**src/rtl/core/rmmq_pkg.sv**
```systemverilog
// Shared types and codes for the range min/max query table.
package rmmq_pkg;

   typedef enum logic [1:0] {
      OP_WRITE = 2'd0,
      OP_BUILD = 2'd1,
      OP_QUERY = 2'd2,
      OP_NONE  = 2'd3
   } op_type;

   typedef enum logic [1:0] {
      ST_OK        = 2'd0,
      ST_BAD_RANGE = 2'd1,
      ST_UNBUILT   = 2'd2
   } status_type;

   localparam int unsigned CountBits = 11;
   localparam int unsigned FieldBits = 10;
   localparam int unsigned OutBits   = 32;

   // Register map: byte address 0 holds element_count
   localparam logic [1:0] CsrElementCount = 2'd0;

endpackage

```
**src/rtl/core/rmmq_front.sv**
```systemverilog
// Front end: accepts requests, checks range and level, registers classified work.
module rmmq_front
   import rmmq_pkg::*;
#(
   parameter int unsigned DEPTH = 1024,
   parameter int unsigned LEVELS = 11,
   parameter int unsigned VALUE_BITS = 32,
   parameter int unsigned IDX_BITS = 10,
   parameter int unsigned LVL_BITS = 4
) (
   input  logic                   clock,
   input  logic                   reset,
   input  logic                   start,
   input  logic [1:0]             op,
   input  logic [FieldBits-1:0]   index,
   input  logic [VALUE_BITS-1:0]  value,
   input  logic [FieldBits-1:0]   left,
   input  logic [FieldBits-1:0]   right,
   input  logic [CountBits-1:0]   count_used,
   input  logic                   built,
   output logic                   q_valid,
   output op_type                 q_op,
   output status_type             q_status,
   output logic [LVL_BITS-1:0]    q_level,
   output logic [IDX_BITS-1:0]    q_addr_a,
   output logic [IDX_BITS-1:0]    q_addr_b,
   output logic                   q_store,
   output logic [VALUE_BITS-1:0]  q_value
);

   // wide enough for any floor(log2) of a range length
   localparam int unsigned KBits = $clog2(FieldBits + 1);

   logic [FieldBits:0] len;
   logic [KBits-1:0] k_raw;
   logic [LVL_BITS-1:0] k;
   logic [FieldBits:0] second;
   status_type st;

   always_comb begin
      len = {1'b0, right} - {1'b0, left} + 1'b1;
      // floor(log2(len)): priority scan over all bits of the length
      k_raw = '0;
      for (int b = 0; b <= FieldBits; b++) begin
         if (len[b]) k_raw = KBits'(b);
      end
      k = (32'(k_raw) >= LEVELS) ? LVL_BITS'(LEVELS - 1) : LVL_BITS'(k_raw);
      second = {1'b0, right} + 1'b1 - ((FieldBits+1)'(1) << k);
      if (!built) st = ST_UNBUILT;
      else if (left > right || {1'b0, right} >= count_used) st = ST_BAD_RANGE;
      else st = ST_OK;
   end

   // Classified request register feeding the back end
   logic q_valid_ff;
   op_type q_op_ff;
   status_type q_status_ff;
   logic [LVL_BITS-1:0] q_level_ff;
   logic [IDX_BITS-1:0] q_addr_a_ff, q_addr_b_ff;
   logic q_store_ff;
   logic [VALUE_BITS-1:0] q_value_ff;

   always_ff @(posedge clock) begin
      if (reset) begin
         q_valid_ff <= 1'b0;
      end else begin
         q_valid_ff <= start;
      end
      q_op_ff     <= op_type'(op);
      q_status_ff <= (op_type'(op) == OP_QUERY) ? st : ST_OK;
      q_level_ff  <= k;
      q_addr_a_ff <= (op_type'(op) == OP_WRITE) ? IDX_BITS'(index) : IDX_BITS'(left);
      q_addr_b_ff <= IDX_BITS'(second);
      q_store_ff  <= ({{(32-FieldBits){1'b0}}, index} < 32'(DEPTH));
      q_value_ff  <= value;
   end

   assign q_valid  = q_valid_ff;
   assign q_op     = q_op_ff;
   assign q_status = q_status_ff;
   assign q_level  = q_level_ff;
   assign q_addr_a = q_addr_a_ff;
   assign q_addr_b = q_addr_b_ff;
   assign q_store  = q_store_ff;
   assign q_value  = q_value_ff;

endmodule

```
**config.mk**
```make
export PLATFORM = sky130hd
export DESIGN_NAME = rmmq_front
export DESIGN_NICKNAME = d
export VERILOG_FILES = /design/src/rtl/core/rmmq_pkg.sv /design/src/rtl/core/rmmq_front.sv
export SDC_FILE = /design/constraint.sdc
export NUM_CORES = 1
export LEC_CHECK = 0
export ABC_AREA = 1
export BUFFER_PORTS_ARGS = -buffer_cell sky130_fd_sc_hd__buf_4
export CORE_UTILIZATION = 35
export DETAILED_ROUTE_END_ITERATION = 8
export GPL_TIMING_DRIVEN = 0
export PLACE_DENSITY = 0.6
export SLEW_MARGIN = 20
export SYNTH_ARGS = -nofsm -noshare
export SYNTH_HDL_FRONTEND = slang
export SYNTH_SLANG_ARGS = --single-unit
```
**constraint.sdc**
```tcl
create_clock -name clock -period 7.5 [get_ports clock]
set_input_delay 1.5 -clock clock [delete_from_list [all_inputs] [get_ports clock]]
set_output_delay 1.5 -clock clock [all_outputs]
set_load 0.03 [all_outputs]
```
======== Word level (Yosys, flattened, before mapping) ========
Cells that the tools add are included.
cells by class
  $add $sub $neg .......................... 4
  order comparisons ....................... 3
  equality and inequality tests ........... 1
  shift operators ......................... 1
  muxes and demuxes ....................... 14
  reductions and logical operators ........ 3
operator list
  operator                                           number
  two-way mux 4 bit                                  10
  adder 11 x 1 -> 11 bit (second input constant)     1
  >= comparator 10 x 11 -> 1 bit                     1
  subtractor 10 x 10 -> 11 bit                       1
  adder 10 x 1 -> 10 bit (second input constant)     1
  > comparator 10 bit                                1
  two-way mux 10 bit                                 1
  << shifter 1 x 4 -> 10 bit (first input constant)  1
  subtractor 10 bit                                  1
  >= comparator 4 bit (second input constant)        1
  == test 2 bit (second input constant)              1
  logical NOT 2 bit                                  1
  two-way mux 1 bit                                  2
  two-way mux 2 bit                                  1
  AND reduction 2 bit                                1
  logical OR 1 bit                                   1
storage, ports and cells
  bits in registers ....................... 61
  input port bits ......................... 79
  word-level logic and storage cells ...... 34

======== Longest topological paths before layout ========
  word-level depth ........................ 16
  depth in mapped cells ................... 31

======== Worst setup path after synthesis ========
No wires, ideal clock.
  kind .................................... input to register
  start ................................... input port right[1]
  end ..................................... register q_addr_b_ff[9], in the netlist q_addr_b[9]
  arrival ................................. 4.891 ns
  required time ........................... 7.391 ns
  setup slack ............................. 2.500 ns
  stages .................................. 30
  buffers on the path ..................... 0
  cells stage by stage .................... inv_1 > ha_1 > inv_1 > ha_1 > fa_1 > nand2_1 > nand3_1 > nand2_1 > nand2_1 > nand2_1 > nand2_1 > nand2_1 > nand2_1 > nand2_1 > nand2_2 > and3_1 > ha_1 > inv_1 > ha_1 > fa_1 > nand3_1 > nand3_1 > nand4_1 > nand2_1 > nand2_1 > nand2_1 > inv_1 > nand4_1 > nand2_1 > inv_1
on the way
  longest elaborated chain between the ends .. 16
  elaborated cells on any way between the ends .. 17
RTL lines
  element                          line              source
  start: declaration               rmmq_front.sv:18  input logic [FieldBits-1:0] right,
  subtractor 10 x 10 -> 11 bit     rmmq_front.sv:41  len = {1'b0, right} - {1'b0, left} + 1'b1;
  adder 11 x 1 -> 11 bit           rmmq_front.sv:41
  two-way mux 1 bit                rmmq_front.sv:45  if (len[b]) k_raw = KBits'(b);
  two-way mux 4 bit (9 in series)  rmmq_front.sv:45
  >= comparator 4 bit              rmmq_front.sv:47  k = (32'(k_raw) >= LEVELS) ? LVL_BITS'(LEVELS - 1) : LVL_BITS'(k_raw);
  two-way mux 4 bit                rmmq_front.sv:47
  << shifter 1 x 4 -> 10 bit       rmmq_front.sv:48  second = {1'b0, right} + 1'b1 - ((FieldBits+1)'(1) << k);
  subtractor 10 bit (*)            rmmq_front.sv:48
  via second[9]                    rmmq_front.sv:37  logic [FieldBits:0] second;
  end signal: assignment           rmmq_front.sv:73  q_addr_b_ff <= IDX_BITS'(second);
  end: declaration                 rmmq_front.sv:59  logic [IDX_BITS-1:0] q_addr_a_ff, q_addr_b_ff;
The timed path passes the listed nets; every way through them passes the cells marked *.
A chain may end at the register's enable or synchronous reset.

======== Worst setup path in the final report ========
  start ................................... input port right[1]
  end ..................................... register q_addr_b_ff[9], in the netlist q_addr_b[9]
on the way
  longest elaborated chain between the ends .. 16
  elaborated cells on any way between the ends .. 17
RTL lines
  element                           line              source
  subtractor 10 x 10 -> 11 bit (*)  rmmq_front.sv:41
  adder 11 x 1 -> 11 bit (*)        rmmq_front.sv:41
  two-way mux 1 bit                 rmmq_front.sv:45
  two-way mux 4 bit (8 in series)   rmmq_front.sv:45
  two-way mux 4 bit (*)             rmmq_front.sv:45
  >= comparator 4 bit               rmmq_front.sv:47
  two-way mux 4 bit (*)             rmmq_front.sv:47
  via k[1]                          rmmq_front.sv:36  logic [LVL_BITS-1:0] k;
  << shifter 1 x 4 -> 10 bit (*)    rmmq_front.sv:48
  subtractor 10 bit (*)             rmmq_front.sv:48
  via second[9]                     rmmq_front.sv:37
Marks and branches as above.

==> impl_metrics.csv <==
group,metric,value,unit
clock_tree,cts_tree,"done",
timing,layout_min_cycle_time,5.19,ns
timing,report.final.slew_viol_count,0,
place,io_buffers,139,
die,io-pin-count,141,
route,drc,0,
timing,hold_viol,0,
clock_tree,cts_root_buf,"clkbuf_8",
route,drtIter0Drc,134,
synthesis,syn_area_per_cell,8.44,µm²
global_routing,grt_max_degree,13,
clock_tree,postCtsResizedCells,0,
clock_tree,clk_pin_slew,0.07,ns
power,seq_power_share,35.5,%
timing,worst_pin_slew,0.744,ns
outcome,status,"complete, no violations",
power,power_frac_comb,32.6,%
worst_hold_path,hold_class,"input port to flop",
synthesis,yosysWarnings,0,
timing,relSlewSlack,50.2,%
clock_tree,cts_buffer_depth,2,
power,pwr_density_cell,226,nW/µm²
power,netSwitchingFraction,34.2,%
synthesis,synthDistinctLibCells,33,
critical_path,critical_path.endpoint_type,"flop",
synthesis,synthesis.nets,514,
critical_path,cpMaxStageDelayCell,"fa_1",
die,die_w,97.3,µm
global_routing,grt.total_usage,17.4,%
power,pwr-share-clk,32.0,%
timing,period_share,69.2,%
power,p_sw,0.354,mW
clock_tree,cts_setup_buffers,0,
die,die_y,97.3,µm
layout,final_cell_mix,"buf_4, nand2_1, dfxtp_1, inv_1, ha_1",
global_routing,overflow,0,
timing,fmax,193,MHz
clock_tree,cts_hold_buffers,0,
critical_path,critPathLaunchType,"input port",
synthesis,syn_area,3180,µm²
place,gp_congestion,0.840,
power,leakage,2.45,nW
die,dieArea,9480,µm²
route,via_per_inst,4.48,
layout,antenna-diode-count,0,
global_routing,grt_pass1_wl,12900,µm
critical_path,critical_path.max_stage_delay,0.40,ns
clock_tree,htreeDepth,3,
timing,tns,0,ns
critical_path,path_class,"input port to flop",
critical_path,crit_path_frequent_cell,"nand2_1",
power,peakVddDrop,0.0951,mV
layout,drive_gt1_share,32.7,%
layout,final_nets,664,
route,num_vias,2866,
power,p_int,0.680,mW
synthesis,syn_inst,377,
die,initial_core_util,36.3,%
place,dp_hpwl,6610,µm
route,avgRoutedWirePerCell,12.3,µm
route,wl,7900,µm
timing,rsz0062_at_grt,"false",
layout,final_common_cell,"buf_4",
layout,syn_to_final_growth,44.0,%
clock_tree,cts_sinks,61,
timing,whs,1.25,ns
global_routing,grt_pass1_vias,2755,
die,rows,34,
route,ant_nets,0,
critical_path,critPathArrivalTime,5.44,ns
die,core,8760,µm²
layout,nFillCells,858,
clock_tree,cts_inserted_buffers,9,
synthesis,synth-seq-area-share,38.4,%
job,cap_violations,0,
critical_path,path_max_fanout,5,
timing,setup_violations,0,
route,dr.pass1.iters,4,
global_routing,antenna_found_initial,0,
critical_path,crit_required,7.75,ns
synthesis,synth-seq-cells,61,
flip-flops by register name, summed over array words and instances, names as in the netlist:
register,count
q_addr_a,10
q_addr_b,10
q_level,4
q_op,2
q_status,2
q_valid,1
q_value,32
critical path, delay by kind of cell:
family / cells / cell delay, ns
AOI/OAI and AO/OA: 1 / 0.24
adders and majority gates: 6 / 1.72
buffers and inverters: 6 / 0.37
and+or+nand+nor: 16 / 1.58
cells in the mapped netlist:
cell type,instances,area (µm²)
a21o_1,1,7.51
a21oi_1,18,90.1
a21oi_2,1,8.76
a21oi_4,1,16.3
and2_1,2,12.5
and3_1,1,6.26
buf_4,1,7.51
clkbuf_1,1,3.75
clkinv_1,2,7.51
conb_1,1,3.75
dfxtp_1,61,1220
fa_1,2,40.0
ha_1,56,701
inv_1,58,218
inv_2,4,15.0
mux2_2,1,11.3
nand2_1,79,297
nand2_2,4,25.0
nand2_4,2,22.5
nand3_1,24,120
nand3_2,1,10.0
nand3b_1,2,15.0
nand4_1,5,31.3
nor2_1,16,60.1
nor2_4,4,45.0
nor3_1,3,15.0
o2111ai_1,2,17.5
o211ai_1,1,7.51
o21a_1,2,15.0
o21ai_0,14,70.1
o41ai_1,1,8.76
xnor2_1,1,8.76
xor2_1,5,43.8
stage by stage:
stage	power [mW]	instance area, µm²	cells	setup slack (ns)	utilization (%)
floorplan	0.591	3180	377	2.50	-
global placement	0.708	4360	624	1.98	49.8
global route	1.09	4580	640	1.95	52.3
finish	1.03	4580	640	2.31	52.3
detailed placement	0.712	4360	624	1.94	49.8
CTS	1.05	4580	640	2.32	52.3
kinds of logic (layout without fill, tap and decap cells):
logic type | after synthesis | count (layout) | synth area share [%]
AOI/OAI and AO/OA | 41 | 41 | 7.59
xor gates and xnor gates | 6 | 6 | 1.65
adders and majority gates | 58 | 58 | 23.3
buffers and inverters | 66 | 221 | 7.90
DFF | 61 | 61 | 38.4
muxes | 1 | 1 | 0.354
other | 1 | 1 | 0.118
and+or+nand+nor | 143 | 143 | 20.7
metal layers:
layer  up-vias  wire length (µm)  global-route usage, %
li1       1513                 -                      -
met1      1225              3730                   22.0
met2       118              3460                   28.0
met3        10               597                   5.76
met4         0               112                   5.54
met5         -                 0                      0
area by class of cell:
| type | instances | area (µm²) | share of cell area, % |
|---|---|---|---|
| multi-input combinational | 250 | 1710 | 37.3 |
| sequential | 61 | 1220 | 26.7 |
| timing repair buffer | 139 | 1040 | 22.8 |
| inverter | 64 | 240 | 5.24 |
| tap | 108 | 135 | 2.95 |
| clock buffer | 9 | 124 | 2.70 |
| clock inverter | 7 | 97.6 | 2.13 |
| buffer | 2 | 11.3 | 0.246 |
path summary, 6_finish.rpt:
check                              to  slack, ns  cells past startpoint      from
setup / recovery  q_addr_b[9]$_DFF_P_       2.31                     29  right[1]
hold / removal     q_value[4]$_DFF_P_       1.25                      1  value[4]
power groups by stage:
stage / Clock [mW] / Sequential, mW / Combinational, mW
6_report: 0.330 / 0.367 / 0.337
5_1_grt: 0.354 / 0.370 / 0.370
4_1_cts: 0.342 / 0.367 / 0.340
3_5_place_dp: 0 / 0.374 / 0.338
3_3_place_gp: 0 / 0.373 / 0.335
2_1_floorplan: 0 / 0.442 / 0.149
No activity file was read; power rests on OpenSTA's default activity.
